### src/rtl/core/nrt_pkg.sv
// ----------------------------------------------------------------------------
// nrt_pkg: shared types and codes for the number redirect table
// Request, response, queued command and table entry formats.
// ----------------------------------------------------------------------------
package nrt_pkg;

	localparam int TABLE_DEPTH_DEF = 256;
	localparam int NUM_DICTS_DEF   = 16;
	localparam int MAX_DIGITS_DEF  = 16;

	// operation codes
	localparam logic [2:0] OP_CREATE    = 3'd0;
	localparam logic [2:0] OP_DELETE    = 3'd1;
	localparam logic [2:0] OP_INSERT    = 3'd2;
	localparam logic [2:0] OP_ERASE     = 3'd3;
	localparam logic [2:0] OP_XFORM     = 3'd4;
	localparam logic [2:0] OP_CYCLIC    = 3'd5;
	localparam logic [2:0] OP_XFORM_ALL = 3'd6;

	// status codes
	localparam logic [2:0] ST_OK       = 3'd0;
	localparam logic [2:0] ST_BAD_DICT = 3'd1;
	localparam logic [2:0] ST_BAD_NUM  = 3'd2;
	localparam logic [2:0] ST_CYCLIC   = 3'd3;
	localparam logic [2:0] ST_TOO_LONG = 3'd4;
	localparam logic [2:0] ST_FULL     = 3'd5;
	localparam logic [2:0] ST_NO_ID    = 3'd6;

	// command kinds handed from front to back
	localparam logic [2:0] K_DONE   = 3'd0;
	localparam logic [2:0] K_DELETE = 3'd1;
	localparam logic [2:0] K_INSERT = 3'd2;
	localparam logic [2:0] K_ERASE  = 3'd3;
	localparam logic [2:0] K_XFORM  = 3'd4;
	localparam logic [2:0] K_CYCLIC = 3'd5;
	localparam logic [2:0] K_FULL   = 3'd6;

	typedef struct packed {
		logic [2:0]  op;
		logic [3:0]  dict_id;
		logic [63:0] src_digits;
		logic [4:0]  src_len;
		logic [63:0] dst_digits;
		logic [4:0]  dst_len;
		logic [7:0]  buffer_len;
	} req_t;

	typedef struct packed {
		logic [2:0]  status;
		logic [63:0] result_digits;
		logic [4:0]  result_len;
		logic        cyclic_flag;
		logic [3:0]  new_dict_id;
	} rsp_t;

	typedef struct packed {
		logic [2:0]  kind;
		logic [3:0]  dict_id;
		logic [63:0] key;
		logic [4:0]  key_len;
		logic [63:0] dst;
		logic [4:0]  dst_len;
		logic [7:0]  buffer_len;
		logic [2:0]  status;
		logic [3:0]  new_id;
	} cmd_t;

	typedef struct packed {
		logic [3:0]  owner;
		logic [63:0] key;
		logic [4:0]  key_len;
		logic [63:0] value;
		logic [4:0]  value_len;
	} entry_t;

endpackage

### src/rtl/core/nrt_queue.sv
// ----------------------------------------------------------------------------
// nrt_queue: two-entry command queue
// Decouples request intake from the table engine.
// ----------------------------------------------------------------------------
module nrt_queue (
	input  logic          clk,
	input  logic          arst_n,
	input  logic          push,
	input  nrt_pkg::cmd_t push_data,
	output logic          full,
	input  logic          pop,
	output logic          not_empty,
	output nrt_pkg::cmd_t head
);
	import nrt_pkg::*;

	cmd_t       slot_q [2];
	logic       wr_q, rd_q;
	logic [1:0] cnt_q;

	assign full      = cnt_q == 2'd2;
	assign not_empty = cnt_q != 2'd0;
	assign head      = slot_q[rd_q];

	// storage
	always_ff @(posedge clk) begin
		if (push) slot_q[wr_q] <= push_data;
	end

	// pointers and fill count
	always_ff @(posedge clk or negedge arst_n) begin
		if (!arst_n) begin
			wr_q  <= 1'b0;
			rd_q  <= 1'b0;
			cnt_q <= 2'd0;
		end else begin
			if (push) wr_q <= !wr_q;
			if (pop) rd_q <= !rd_q;
			cnt_q <= cnt_q + {1'b0, push} - {1'b0, pop};
		end
	end

endmodule

### config.mk
export PLATFORM = sky130hd
export DESIGN_NAME = nrt_queue
export DESIGN_NICKNAME = d
export VERILOG_FILES = /design/src/rtl/core/nrt_pkg.sv /design/src/rtl/core/nrt_queue.sv
export SDC_FILE = /design/constraint.sdc
export NUM_CORES = 1
export LEC_CHECK = 0
export BUFFER_PORTS_ARGS = -buffer_cell sky130_fd_sc_hd__buf_4
export CAP_MARGIN = 10
export CORE_ASPECT_RATIO = 1.1
export CORE_MARGIN = 4
export CORE_UTILIZATION = 52
export CTS_CLUSTER_DIAMETER = 100
export CTS_CLUSTER_SIZE = 28
export DETAILED_ROUTE_END_ITERATION = 8
export PLACE_DENSITY_LB_ADDON = 0.25
export REMOVE_ABC_BUFFERS = 1
export SLEW_MARGIN = 10
export SYNTH_ARGS = -nofsm -noshare
export SYNTH_HDL_FRONTEND = slang
export SYNTH_SLANG_ARGS = --single-unit
export TNS_END_PERCENT = 50
### constraint.sdc
create_clock -name clk -period 11.39 [get_ports clk]
set_input_delay 0.5695 -clock clk [delete_from_list [all_inputs] [get_ports clk]]
set_output_delay 0.5695 -clock clk [all_outputs]
set_load 0.005 [all_outputs]
Word level (Yosys, flattened, before mapping)
Memory sizes are Yosys's and may differ from the RTL's.
Index checks and enable logic that the tools add are counted.
{"block": "op_classes", "n_eq_ne": 1, "reduce_logical": 3, "muxes": 2, "n_addsub": 2}
{"op": "2-bit by 1-bit adder with 2-bit output", "count": 1}
{"op": "2-bit == test, second input constant", "count": 1}
{"op": "1-bit logical NOT", "count": 2}
{"op": "1-bit 2-to-1 mux", "count": 2}
{"op": "2-bit nonzero test", "count": 1}
{"op": "2-bit by 1-bit subtractor with 2-bit output", "count": 1}
{"block": "totals", "out_inout_bits": 162, "register_bits": 4, "n_memories": 1, "ramBits": 320, "word_cells": 12, "inputBits": 164}
{"memory": "slot_q", "words": 2, "word_bits": 160, "rd": 1, "rd_ports_with_merged_regs": 0, "write_ports": 1, "line_no": "nrt_queue.sv:17", "text": "cmd_t slot_q [2];"}

Depth between registers and ports, before layout
{"block": "depth", "ltp_word": 2, "mapped_depth": 5, "mapped_depth_nobuf": 5}

Worst setup path after synthesis
Ideal clock, no wire load.
{"block": "synth_path", "path_kind": "input to register", "from": "input port push", "to": "memory slot_q[0][0] (netlist bit) (enable)", "setup_time_ns": 0.701, "path_buffers": 0, "arrival_ns": 7.485, "cell_stages": 1, "required_ns": 10.689, "setup_slack_ns": 3.204, "cell_sequence": "nor2b_1"}
{"block": "synth_between", "elab_chain_len": 2}
{"element": "start: declaration", "line_no": "nrt_queue.sv:8", "text": "input logic push,"}
{"element": "1-bit 2-to-1 mux", "line_no": "nrt_queue.sv:27", "text": "if (push) slot_q[wr_q] <= push_data;"}
{"element": "1-bit 2-to-1 mux (not written as such)", "line_no": "nrt_queue.sv:27"}
{"element": "end: declaration", "line_no": "nrt_queue.sv:17"}
Every way passes these cells.

==> flow_metrics.env <==
export IMPL_diodes=0
export IMPL_cp_common_cell="buf_4"
export IMPL_r2r_slack_ns=8.53
export IMPL_pin_count=326
export IMPL_critPathBufInv=2
export IMPL_seq_area_frac_synth=0.802
export IMPL_netlist_instances=513
export IMPL_track_usage=0.169
export IMPL_die_w_um=153
export IMPL_p_int_uw=2520
export IMPL_clock_latency_ns=0.49
export IMPL_grt_setup_unrepaired="no"
export IMPL_drive_gt1_frac=0.600
export IMPL_drtIter0Drc=317
export IMPL_hold_viol=0
export IMPL_yosysWarnings=0
export IMPL_final_cell_area_sq_um=15300
export IMPL_fin_cells=1152
export IMPL_syn_to_final_growth_pct=26.0
export IMPL_holdPathEnd="slot_q[0][1]"
export IMPL_cts_buffer_depth=3
export IMPL_hpwlAfterDp_mm=16.0
export IMPL_cp_arrival_ns=2.78
export IMPL_drv_cap=0
export IMPL_rr_worst_depth=2
export IMPL_combinationalPowerShare=0.342
export IMPL_finalCriticalPeriod_ns=3.35
export IMPL_crit_path_start_kind="flip-flop"
export IMPL_clkSlewWorstSetupHoldPaths_ns=0.11
export IMPL_drt_first_pass_iters=4
export IMPL_worst_r2r_endpoint="slot_q[1][138]"
export IMPL_nets=1009
export IMPL_power_per_cell_area_nw_per_um2=224
export IMPL_r2r_start="wr_q"
export IMPL_htree_levels=1
export IMPL_num_rows=58
export IMPL_worstPathCellList="buf_4 -> mux2_2 -> buf_4"
export IMPL_die_y_um=168
export IMPL_worstSetupPathType="reg -> out"
export IMPL_swShare=0.263
export IMPL_via_count=5843
export IMPL_antenna_found_initial=1
export IMPL_hold_depth=1
export IMPL_dieArea_sq_um=25800
export IMPL_clkPwrFrac=0.173
export IMPL_gp_congestion=0.776
export IMPL_p_seq_frac=0.485
export IMPL_peakVddDrop_v=0.000193
export IMPL_drc_errors=0
export IMPL_initial_core_util=0.530
export IMPL_syn_avg_cell_area_sq_um=23.6
export IMPL_synth_cell_types=13
export IMPL_grt_pass1_vias=6300
export IMPL_power_leakage_uw=0.00593
export IMPL_end_kind="primary output"
export IMPL_critPathMaxStageDelay_ns=0.89
export IMPL_fillCellCount=1535
export IMPL_setup_viol=0
export IMPL_slew_headroom=0.223
export IMPL_grt_max_degree=86
export IMPL_cts_root_buffer="clkbuf_16"
export IMPL_cts_sinks=324
export IMPL_cts_buffers=15
export IMPL_cts_tree="built"
export IMPL_multi_input_area_sq_um=2240
export IMPL_final_seq_area_sq_um=9710
export IMPL_post_cts_buffers=0
export IMPL_hp_start="push_data[1]"
export IMPL_critPathSlowestCell="buf_4"
export IMPL_hp_class="in -> reg"
export IMPL_wl_per_cell_um=20.2
export IMPL_status="complete, no violations"
export IMPL_viasPerCell=5.07
export IMPL_crit_fanout=66
export IMPL_antenna_left=0
export IMPL_p_sw_uw=900
export IMPL_wl_mm=23.3
export IMPL_core_sq_um=22900
export IMPL_worstSetupStartpoint="rd_q"
export IMPL_final_max_slew_viol_count=0
export IMPL_crit_family="buffers and inverters"
export IMPL_cts_hold_fix_buffers=1
export IMPL_grt_pass1_wl_mm=34.1
export IMPL_place_area_sq_um=14800
export IMPL_syn_area_sq_um=12100
export IMPL_fmax_mhz=299
export IMPL_io_buffers=325
export IMPL_dp_cells=1125
export IMPL_tns_ns=0
export IMPL_worstPathRequired_ns=10.82
export IMPL_ys_ff_latch=324
export IMPL_grt_overflow=0
export IMPL_worstMarginPinSlew_ns=1.17
export IMPL_min_period_over_period=0.294
export IMPL_cts_resized=0
export IMPL_power_uw=3420
export IMPL_skew_ns=0.0150
-- cells by family (layout without fill, tap and decap cells) --
family                   Yosys count  in the layout  share of synthesized area
multiplexers                     160            160                      0.177
buffers and inverters             20            359                     0.0137
XOR/XNOR                           3              3                    0.00341
AND/OR/NAND/NOR                    4              4                    0.00207
adder cells (fa/ha/maj)            2              2                    0.00207
flip-flops                       324            324                      0.802
-- worst max-delay path by stage --
stage / endpoint / slack (ns) / cells past startpoint
CTS: head[46] / 8.01 / 3
global route: head[46] / 7.91 / 3
global placement: slot_q[1][2] / 8.45 / 3
floorplan: slot_q[0][0] / 3.20 / 1
detailed placement: slot_q[1][52] / 8.34 / 3
finish: head[13] / 8.04 / 3
-- Yosys cell counts --
cell      instances  share of area
nor2b_1           2         0.0010
buf_2             7         0.0029
dfrtp_1           4         0.0083
inv_1             2        0.00062
mux2_2           70          0.065
xor3_1            1         0.0020
mux2_4           90           0.11
ha_1              2         0.0021
xor2_1            2         0.0014
and2_1            1        0.00052
edfxtp_1        320           0.79
or2_2             1        0.00052
buf_6            11          0.010
-- sequential cells by signal, indices dropped and copies added, names as in the netlist --
register	flops
wr_q	1
cnt_q	2
slot_q	320
rd_q	1
-- area by class of cell --
class                           instances  area share
Multi-Input combinational cell        169       0.147
Clock buffer                           24      0.0268
Timing Repair Buffer                  331       0.163
Clock inverter                          2     0.00164
Inverter                                2    0.000492
Tap cell                              300      0.0246
Sequential cell                       324       0.637
-- placed cells by master (no fill, tap or decap) --
cell / instances
clkinv_8: 1
mux2_4: 90
xor2_1: 2
ha_1: 2
dfrtp_4: 1
dlygate4sd3_1: 1
xor3_1: 1
or2_2: 1
and2_4: 1
buf_4: 330
clkbuf_1: 9
edfxtp_1: 320
inv_1: 2
clkbuf_16: 15
mux2_2: 70
nor2b_1: 1
nor2b_4: 1
dfrtp_1: 3
inv_6: 1
-- per-stage QoR --
step	setup WS, ns	hold slack [ns]	util
detailed placement	8.34	0.372	0.648
finish	8.04	0.246	0.667
global placement	8.45	0.367	0.648
global route	7.91	0.216	0.667
CTS	8.01	0.221	0.667
floorplan	3.20	0.274	-
-- worst register-to-register path, delay by kind of cell (launching register included) --
| family | cells | cell delay (ns) |
|---|---|---|
| buffers and inverters | 1 | 1.02 |
| flip-flops | 1 | 0.46 |
| AND/OR/NAND/NOR | 1 | 0.85 |
-- metal layers --
layer / share of wire / wire (um) / up-vias / global-route usage
met2: 0.53 / 12400 / 221 / 0.306
met4: 0.026 / 600 / 2 / 0.0476
li1: - / - / 2680 / -
met3: 0.077 / 1800 / 38 / 0.0458
met5: 0.00056 / 13 / - / 0
met1: 0.36 / 8490 / 2902 / 0.198
-- power by group through the flow --
stage / registers [uW] / clock network, uW / logic [uW]
floorplan: 1800 / 0 / 684
global placement: 1670 / 0 / 1170
detailed placement: 1690 / 0 / 1190
CTS: 1660 / 613 / 1190
global route: 1680 / 660 / 1250
finish: 1660 / 592 / 1170
Note: power is estimated with default switching activity, not from simulation.
