File: src/rtl/core/nrt_pkg.sv
// ----------------------------------------------------------------------------
// nrt_pkg: shared types and codes for the number redirect table
// Request, response, queued command and table entry formats.
// ----------------------------------------------------------------------------
package nrt_pkg;

	localparam int TABLE_DEPTH_DEF = 256;
	localparam int NUM_DICTS_DEF   = 16;
	localparam int MAX_DIGITS_DEF  = 16;

	// operation codes
	localparam logic [2:0] OP_CREATE    = 3'd0;
	localparam logic [2:0] OP_DELETE    = 3'd1;
	localparam logic [2:0] OP_INSERT    = 3'd2;
	localparam logic [2:0] OP_ERASE     = 3'd3;
	localparam logic [2:0] OP_XFORM     = 3'd4;
	localparam logic [2:0] OP_CYCLIC    = 3'd5;
	localparam logic [2:0] OP_XFORM_ALL = 3'd6;

	// status codes
	localparam logic [2:0] ST_OK       = 3'd0;
	localparam logic [2:0] ST_BAD_DICT = 3'd1;
	localparam logic [2:0] ST_BAD_NUM  = 3'd2;
	localparam logic [2:0] ST_CYCLIC   = 3'd3;
	localparam logic [2:0] ST_TOO_LONG = 3'd4;
	localparam logic [2:0] ST_FULL     = 3'd5;
	localparam logic [2:0] ST_NO_ID    = 3'd6;

	// command kinds handed from front to back
	localparam logic [2:0] K_DONE   = 3'd0;
	localparam logic [2:0] K_DELETE = 3'd1;
	localparam logic [2:0] K_INSERT = 3'd2;
	localparam logic [2:0] K_ERASE  = 3'd3;
	localparam logic [2:0] K_XFORM  = 3'd4;
	localparam logic [2:0] K_CYCLIC = 3'd5;
	localparam logic [2:0] K_FULL   = 3'd6;

	typedef struct packed {
		logic [2:0]  op;
		logic [3:0]  dict_id;
		logic [63:0] src_digits;
		logic [4:0]  src_len;
		logic [63:0] dst_digits;
		logic [4:0]  dst_len;
		logic [7:0]  buffer_len;
	} req_t;

	typedef struct packed {
		logic [2:0]  status;
		logic [63:0] result_digits;
		logic [4:0]  result_len;
		logic        cyclic_flag;
		logic [3:0]  new_dict_id;
	} rsp_t;

	typedef struct packed {
		logic [2:0]  kind;
		logic [3:0]  dict_id;
		logic [63:0] key;
		logic [4:0]  key_len;
		logic [63:0] dst;
		logic [4:0]  dst_len;
		logic [7:0]  buffer_len;
		logic [2:0]  status;
		logic [3:0]  new_id;
	} cmd_t;

	typedef struct packed {
		logic [3:0]  owner;
		logic [63:0] key;
		logic [4:0]  key_len;
		logic [63:0] value;
		logic [4:0]  value_len;
	} entry_t;

endpackage

File: src/rtl/core/nrt_front.sv
// ----------------------------------------------------------------------------
// nrt_front: request intake and classification
// Tracks live dictionaries and id issue, validates and masks numbers, and
// turns each request into a command for the table engine.
// ----------------------------------------------------------------------------
module nrt_front #(
	parameter int NUM_DICTS  = nrt_pkg::NUM_DICTS_DEF,
	parameter int MAX_DIGITS = nrt_pkg::MAX_DIGITS_DEF
) (
	input  logic          clk,
	input  logic          arst_n,
	input  logic          in_valid,
	output logic          in_ready,
	input  nrt_pkg::req_t in_data,
	input  logic          q_full,
	output logic          q_push,
	output nrt_pkg::cmd_t q_data
);
	import nrt_pkg::*;

	localparam int ID_W       = $clog2(NUM_DICTS + 1);
	localparam int DICT_SLOTS = (NUM_DICTS < 16) ? NUM_DICTS : 16;

	logic [DICT_SLOTS-1:0] live_q;
	logic [ID_W-1:0]       next_id_q;
	logic                  accept;
	logic                  live_hit;
	logic                  src_ok, dst_ok;
	logic [63:0]           src_m, dst_m;

	assign in_ready = !q_full;
	assign accept   = in_valid && in_ready;
	assign q_push   = accept;

	// dictionary liveness lookup
	always_comb begin
		live_hit = 1'b0;
		for (int k = 0; k < DICT_SLOTS; k++) begin
			if (in_data.dict_id == 4'(k) && live_q[k]) live_hit = 1'b1;
		end
	end

	// digit check and masking beyond length
	always_comb begin
		src_ok = (in_data.src_len != 5'd0) && (int'(in_data.src_len) <= MAX_DIGITS);
		dst_ok = (in_data.dst_len != 5'd0) && (int'(in_data.dst_len) <= MAX_DIGITS);
		src_m  = '0;
		dst_m  = '0;
		for (int i = 0; i < 16; i++) begin
			if (in_data.src_len > 5'(i)) begin
				src_m[4*i +: 4] = in_data.src_digits[4*i +: 4];
				if (in_data.src_digits[4*i +: 4] > 4'd9) src_ok = 1'b0;
			end
			if (in_data.dst_len > 5'(i)) begin
				dst_m[4*i +: 4] = in_data.dst_digits[4*i +: 4];
				if (in_data.dst_digits[4*i +: 4] > 4'd9) dst_ok = 1'b0;
			end
		end
	end

	// classification
	always_comb begin
		q_data            = '0;
		q_data.kind       = K_DONE;
		q_data.status     = ST_OK;
		q_data.dict_id    = in_data.dict_id;
		q_data.key        = src_m;
		q_data.key_len    = in_data.src_len;
		q_data.dst        = dst_m;
		q_data.dst_len    = in_data.dst_len;
		q_data.buffer_len = in_data.buffer_len;
		if (in_data.op == OP_CREATE) begin
			if (int'(next_id_q) >= NUM_DICTS) q_data.status = ST_NO_ID;
			else q_data.new_id = 4'(next_id_q);
		end else if (in_data.op <= OP_XFORM_ALL) begin
			if (!live_hit) begin
				q_data.status = ST_BAD_DICT;
			end else if (in_data.op == OP_DELETE) begin
				q_data.kind = K_DELETE;
			end else if (!src_ok) begin
				q_data.status = ST_BAD_NUM;
			end else begin
				case (in_data.op)
					OP_INSERT: begin
						if (dst_ok) q_data.kind = K_INSERT;
						else q_data.status = ST_BAD_NUM;
					end
					OP_ERASE:  q_data.kind = K_ERASE;
					OP_XFORM:  q_data.kind = K_XFORM;
					OP_CYCLIC: q_data.kind = K_CYCLIC;
					default:   q_data.kind = K_FULL;
				endcase
			end
		end
	end

	// dictionary bookkeeping in request order
	always_ff @(posedge clk or negedge arst_n) begin
		if (!arst_n) begin
			live_q    <= '0;
			next_id_q <= '0;
		end else if (accept) begin
			if (in_data.op == OP_CREATE && int'(next_id_q) < NUM_DICTS) begin
				next_id_q <= next_id_q + 1'b1;
				for (int k = 0; k < DICT_SLOTS; k++) begin
					if (next_id_q == ID_W'(k)) live_q[k] <= 1'b1;
				end
			end
			if (in_data.op == OP_DELETE && live_hit) begin
				for (int k = 0; k < DICT_SLOTS; k++) begin
					if (in_data.dict_id == 4'(k)) live_q[k] <= 1'b0;
				end
			end
		end
	end

endmodule

File: config.mk
export PLATFORM = sky130hd
export DESIGN_NAME = nrt_front
export DESIGN_NICKNAME = d
export VERILOG_FILES = /design/src/rtl/core/nrt_pkg.sv /design/src/rtl/core/nrt_front.sv
export SDC_FILE = /design/constraint.sdc
export NUM_CORES = 1
export LEC_CHECK = 0
export BUFFER_PORTS_ARGS = -buffer_cell sky130_fd_sc_hd__buf_2
export CORE_AREA = 2 2 125 127
export CTS_BUF_LIST = sky130_fd_sc_hd__clkbuf_4
export DETAILED_ROUTE_END_ITERATION = 6
export DIE_AREA = 0 0 127 129
export PLACE_DENSITY = 0.48
export SYNTH_ARGS = -nofsm -noshare
export SYNTH_HDL_FRONTEND = slang
export SYNTH_SLANG_ARGS = --single-unit
export TNS_END_PERCENT = 20
File: constraint.sdc
create_clock -name clk -period 3.1 [get_ports clk]
set_input_delay 0.31 -clock clk [delete_from_list [all_inputs] [get_ports clk]]
set_output_delay 0.31 -clock clk [all_outputs]
set_load 0.03 [all_outputs]
# Word-level counts from Yosys, hierarchy flattened
# Index checks and enable logic that the tools add are counted.
# totals
word_cells,298
register_bits,21
output_inout_bits,162
input_bits,157
# op_classes
n_mux,163
eq_ne,35
addsub,1
n_reduce_logical,28
n_lt_le_gt_ge,69
# op_table
op,count
$mux 4,34
$gt 4x4->1 const B,32
$mux 1,112
$gt 5x4->1 const B,16
$eq 5x4->1 const B,8
$gt 5x3->1 const B,8
$eq 4x4->1 const B,8
$mux 16,2
$logic_and 1x1->1,21
$mux 3,7
$eq 5x3->1 const B,4
$gt 5x1->1 const B,4
$gt 5x2->1 const B,4
$eq 4x3->1 const B,4
$mux 2,7
$pmux 3 s4,1
$eq 5x2->1 const B,2
$le 5x5->1 const B,2
$reduce_bool 5->1,2
$eq 4x2->1 const B,2
$eq 3x2->1 const B,2
$eq 3x3->1 const B,2
$add 5x1->5 const B,1
$eq 5x1->1 const B,1
other kinds (10),10

# Logic depth before layout (Yosys ltp)
# depth
depth_word,41
ltp_mapped,11
ltp_nobuf,10

# Least setup slack after synthesis
# OpenSTA, ideal clock, no wires.
# synth_path
kind,input to output
startpoint,input in_data[78] in the netlist's numbering
endpoint,output q_data[158] in the netlist's numbering
path_buffers,1
required_ns,2.790
arrival_time_ns,2.870
path_slack_ns,-0.080
path_stages,10
cell_sequence,buf_2 > or3_1 > nor2_1 > ha_1 > nor2b_1 > o21ai_0 > nand4_1 > a211oi_2 > nand4_2 > nor4_1
# synth_lines
element,line_no,text
start: declaration,nrt_front.sv:14,"input nrt_pkg::req_t in_data,"
end: declaration,nrt_front.sv:17,output nrt_pkg::cmd_t q_data

==> flow_summary_export.csv <==
group,metric,value,unit
synth,synth_flop_cell,"dfrtp_1",
synth,synth.net_count,577,
setup_path,worstPathArrival,2690,ps
synth,synth_area,3040,µm²
route,top_layer,"met4",
power_and_ir_drop,powerDensity,247,nW/µm²
setup_path,reg2reg_to,"live_q[11]",
timing,fmax,333,MHz
finish,final_cell_mix,"302 x buf_2, 95 x nor2b_1, 27 x o21ai_0",
timing,final.setup.tns,0,ps
place,portBuffers,302,
min_path,hp-class,"in2async",
route,met2_length,7.13,mm
clock_network,clk_latency,310,ps
clock_network,path_clk_slew,120,ps
global_routing,grt_antenna_before_repair,1,
finish,area_growth,56.7,%
clock_network,cts_root_buf,"clkbuf_4",
synth,yosysSeqAreaShare,17.3,%
run,cap_violations,0,
synth,ys_types,60,
clock_network,clk_path_buf_depth,2,
finish,num-nets-final,868,
global_routing,grt_usage,17.1,%
global_routing,grt.overflow.total,0,
route,drt-met1-wl,6.94,mm
clock_network,htree_levels,1,
synth,synth_edf_count,0,
place,dpl-instance-area,4720,µm²
place,hpwl,13.3,mm
clock_network,cts.sinks,21,
power_and_ir_drop,p_clk_share,12.3,%
floorplanning,io_pins,319,
route,vias,3965,
place,place_ws,95.2,ps
route,drtPass1Iterations,4,
clock_network,cts_tree,"yes",
floorplanning,coreArea,15000,µm²
synth,yosys_warnings,0,
timing,tightest_slew,575,ps
power_and_ir_drop,swShare,49.5,%
route,wl_met3,1.01,mm
place,dpl.cell_count,886,
synth,synthCells,413,
timing,timing.final.crit_share,96.8,%
floorplanning,num_rows,45,
setup_path,cp_max_fo,6,
timing,finClkSkew,1.75,ps
setup_path,r2r_slack,1050,ps
setup_path,worstSetupPathType,"in2out",
route,wl_per_cell,17.0,µm
timing,setup_violations,0,
route,vias_per_cell,4.45,
synth,syn_avg_cell_area,7.35,µm²
global_routing,grt_start_max_net_pins,22,
clock_network,cts_made_buffers,3,
finish,final_common_cell,"buf_2",
timing,rsz0062_at_grt,"no",
route,drc_errors,0,
place,routabilityCongestion,0.838,
finish,finalNonFillerCells,892,
timing,fin_crit,3000,ps
clock_network,cts_setup_buffers,0,
floorplanning,dieWidth,127,µm
power_and_ir_drop,vdd_drop_max,0.148,mV
floorplanning,dieArea,16400,µm²
timing,fin_ws,99.0,ps
route,drtIter0Drc,163,
power_and_ir_drop,p_seq_share,23.3,%
route,final_antenna_net_count,0,
status,outcome,"complete, no violations",
setup_path,timing.rr.start,"live_q[9]",
route,totalWireLength,15.2,mm
setup_path,end_kind,"primary output",
timing,slew_headroom,61.5,%
finish,final_area,4760,µm²
power_and_ir_drop,power.internal,0.000594,W
timing,timing.final.hold_violations,0,
power_and_ir_drop,p_leak,2.55,nW
floorplanning,start_util,20.3,%
finish,layout-drive-gt1-share,51.4,%
synth,ys_ff_latch,21,
power_and_ir_drop,combPwrFrac,64.4,%
setup_path,worstRegToRegCells,7,
power_and_ir_drop,p_switching,0.000583,W
clock_network,ctsResizeCount,0,
timing,final-max-slew-violation-count,0,
setup_path,worstSetupStartpointType,"input port",
finish,final_core_util,31.8,%
floorplanning,fp.dieH,129,µm
global_routing,grt_pass1_vias,3671,
global_routing,grt_pass1_wl,21.8,mm
setup_path,required,2790,ps
synth,synthArstFlopShare,100,%
==> cell type report <==
type	count	area [µm²]
Fill cell	1694	10200
Multi-Input combinational cell	335	2200
Timing Repair Buffer	329	1720
Sequential cell	21	526
Tap cell	188	235
Inverter	14	52.6
Clock buffer	4	30.0
Antenna cell	1	2.50
==> Yosys cell counts, drive strengths merged, types with 3 or more instances <==
cell	number	share of area (%)
nor3	5	0.99
clkbuf	10	1.2
dfrtp	21	17
o211ai	5	1.2
o21a	4	0.99
nand2	12	1.5
nor4b	3	1.3
o22ai	7	1.4
a31oi	13	2.9
ha	7	2.9
a21oi	23	4.0
and2b	11	2.7
and3	4	0.82
a41oi	4	1.2
nor2	17	2.2
o21ai	37	6.1
nor2b	95	20
nand3	3	0.49
buf	33	7.6
nand4	5	1.2
mux2i	4	1.3
and2	31	6.8
nor3b	4	0.99
xnor2	3	0.87
a32oi	4	1.2
inv	14	1.7
nor4	5	1.4
or2	8	1.6
==> critical path, stage by stage <==
cell and delay, ps:
buf_2 140, or3_1 420, nor2_1 120, ha_1 220, nor2b_1 80, o21ai_0 70
nand4_1 160, a211oi_2 200, nand4_2 190, maj3_2 350, nor2_1 190, buf_2 240
==> worst max-delay path by stage <==
stage	cells past startpoint	slack [ps]	startpoint	endpoint
2_1_floorplan	11	110	in_data[12]	q_data[5]
3_3_place_gp	10	190	in_data[78]	q_data[157]
3_5_place_dp	12	100	in_data[78]	q_data[157]
4_1_cts	12	100	in_data[78]	q_data[157]
5_1_grt	10	2	in_data[78]	q_data[157]
6_report	12	100	in_data[78]	q_data[157]
==> power groups by stage <==
stage / Clock [W] / Sequential, W / Combinational [W]
2_1_floorplan: 0 / 0.000280 / 0.000483
3_3_place_gp: 0 / 0.000280 / 0.000762
3_5_place_dp: 0 / 0.000280 / 0.000759
4_1_cts: 0.000151 / 0.000275 / 0.000764
5_1_grt: 0.000160 / 0.000275 / 0.000809
6_report: 0.000145 / 0.000275 / 0.000758
==> registers in the layout (all words and copies together) (netlist names) <==
register / flops
next_id_q: 5
live_q: 16
==> through the flow <==
| step | hold WS, ps | power [W] |
|---|---|---|
| finish | 471 | 0.00118 |
| CTS | 484 | 0.00119 |
| detailed placement | 302 | 0.00104 |
| floorplan | 14.4 | 0.000763 |
| global route | 506 | 0.00124 |
| global placement | 304 | 0.00104 |
==> per-layer routing <==
layer | vias to the layer above | GRT usage, %
met5 | - | 0
met4 | 0 | 2.33
met3 | 10 | 3.45
met2 | 133 | 28.7
met1 | 1802 | 23.3
li1 | 2020 | -
==> cells by family (layout without fill, tap and decap cells) <==
family / Yosys count / after routing / synth area share (%)
AOI/OAI and AO/OA: 109 / 109 / 22.7
xor gates and xnor gates: 3 / 3 / 0.865
adders and majority gates: 8 / 8 / 3.25
buffers and inverters: 57 / 347 / 10.5
DFF: 21 / 21 / 17.3
muxes: 6 / 6 / 2.06
other: 0 / 1 / 0
and+or+nand+nor: 209 / 209 / 43.3
==> repair_timing <==
action	in CTS	in global routing
setup endpoints to repair	0	1
hold buffers	1	0
hold endpoints to repair	21	0
Note: power is estimated with default switching activity, not from simulation.
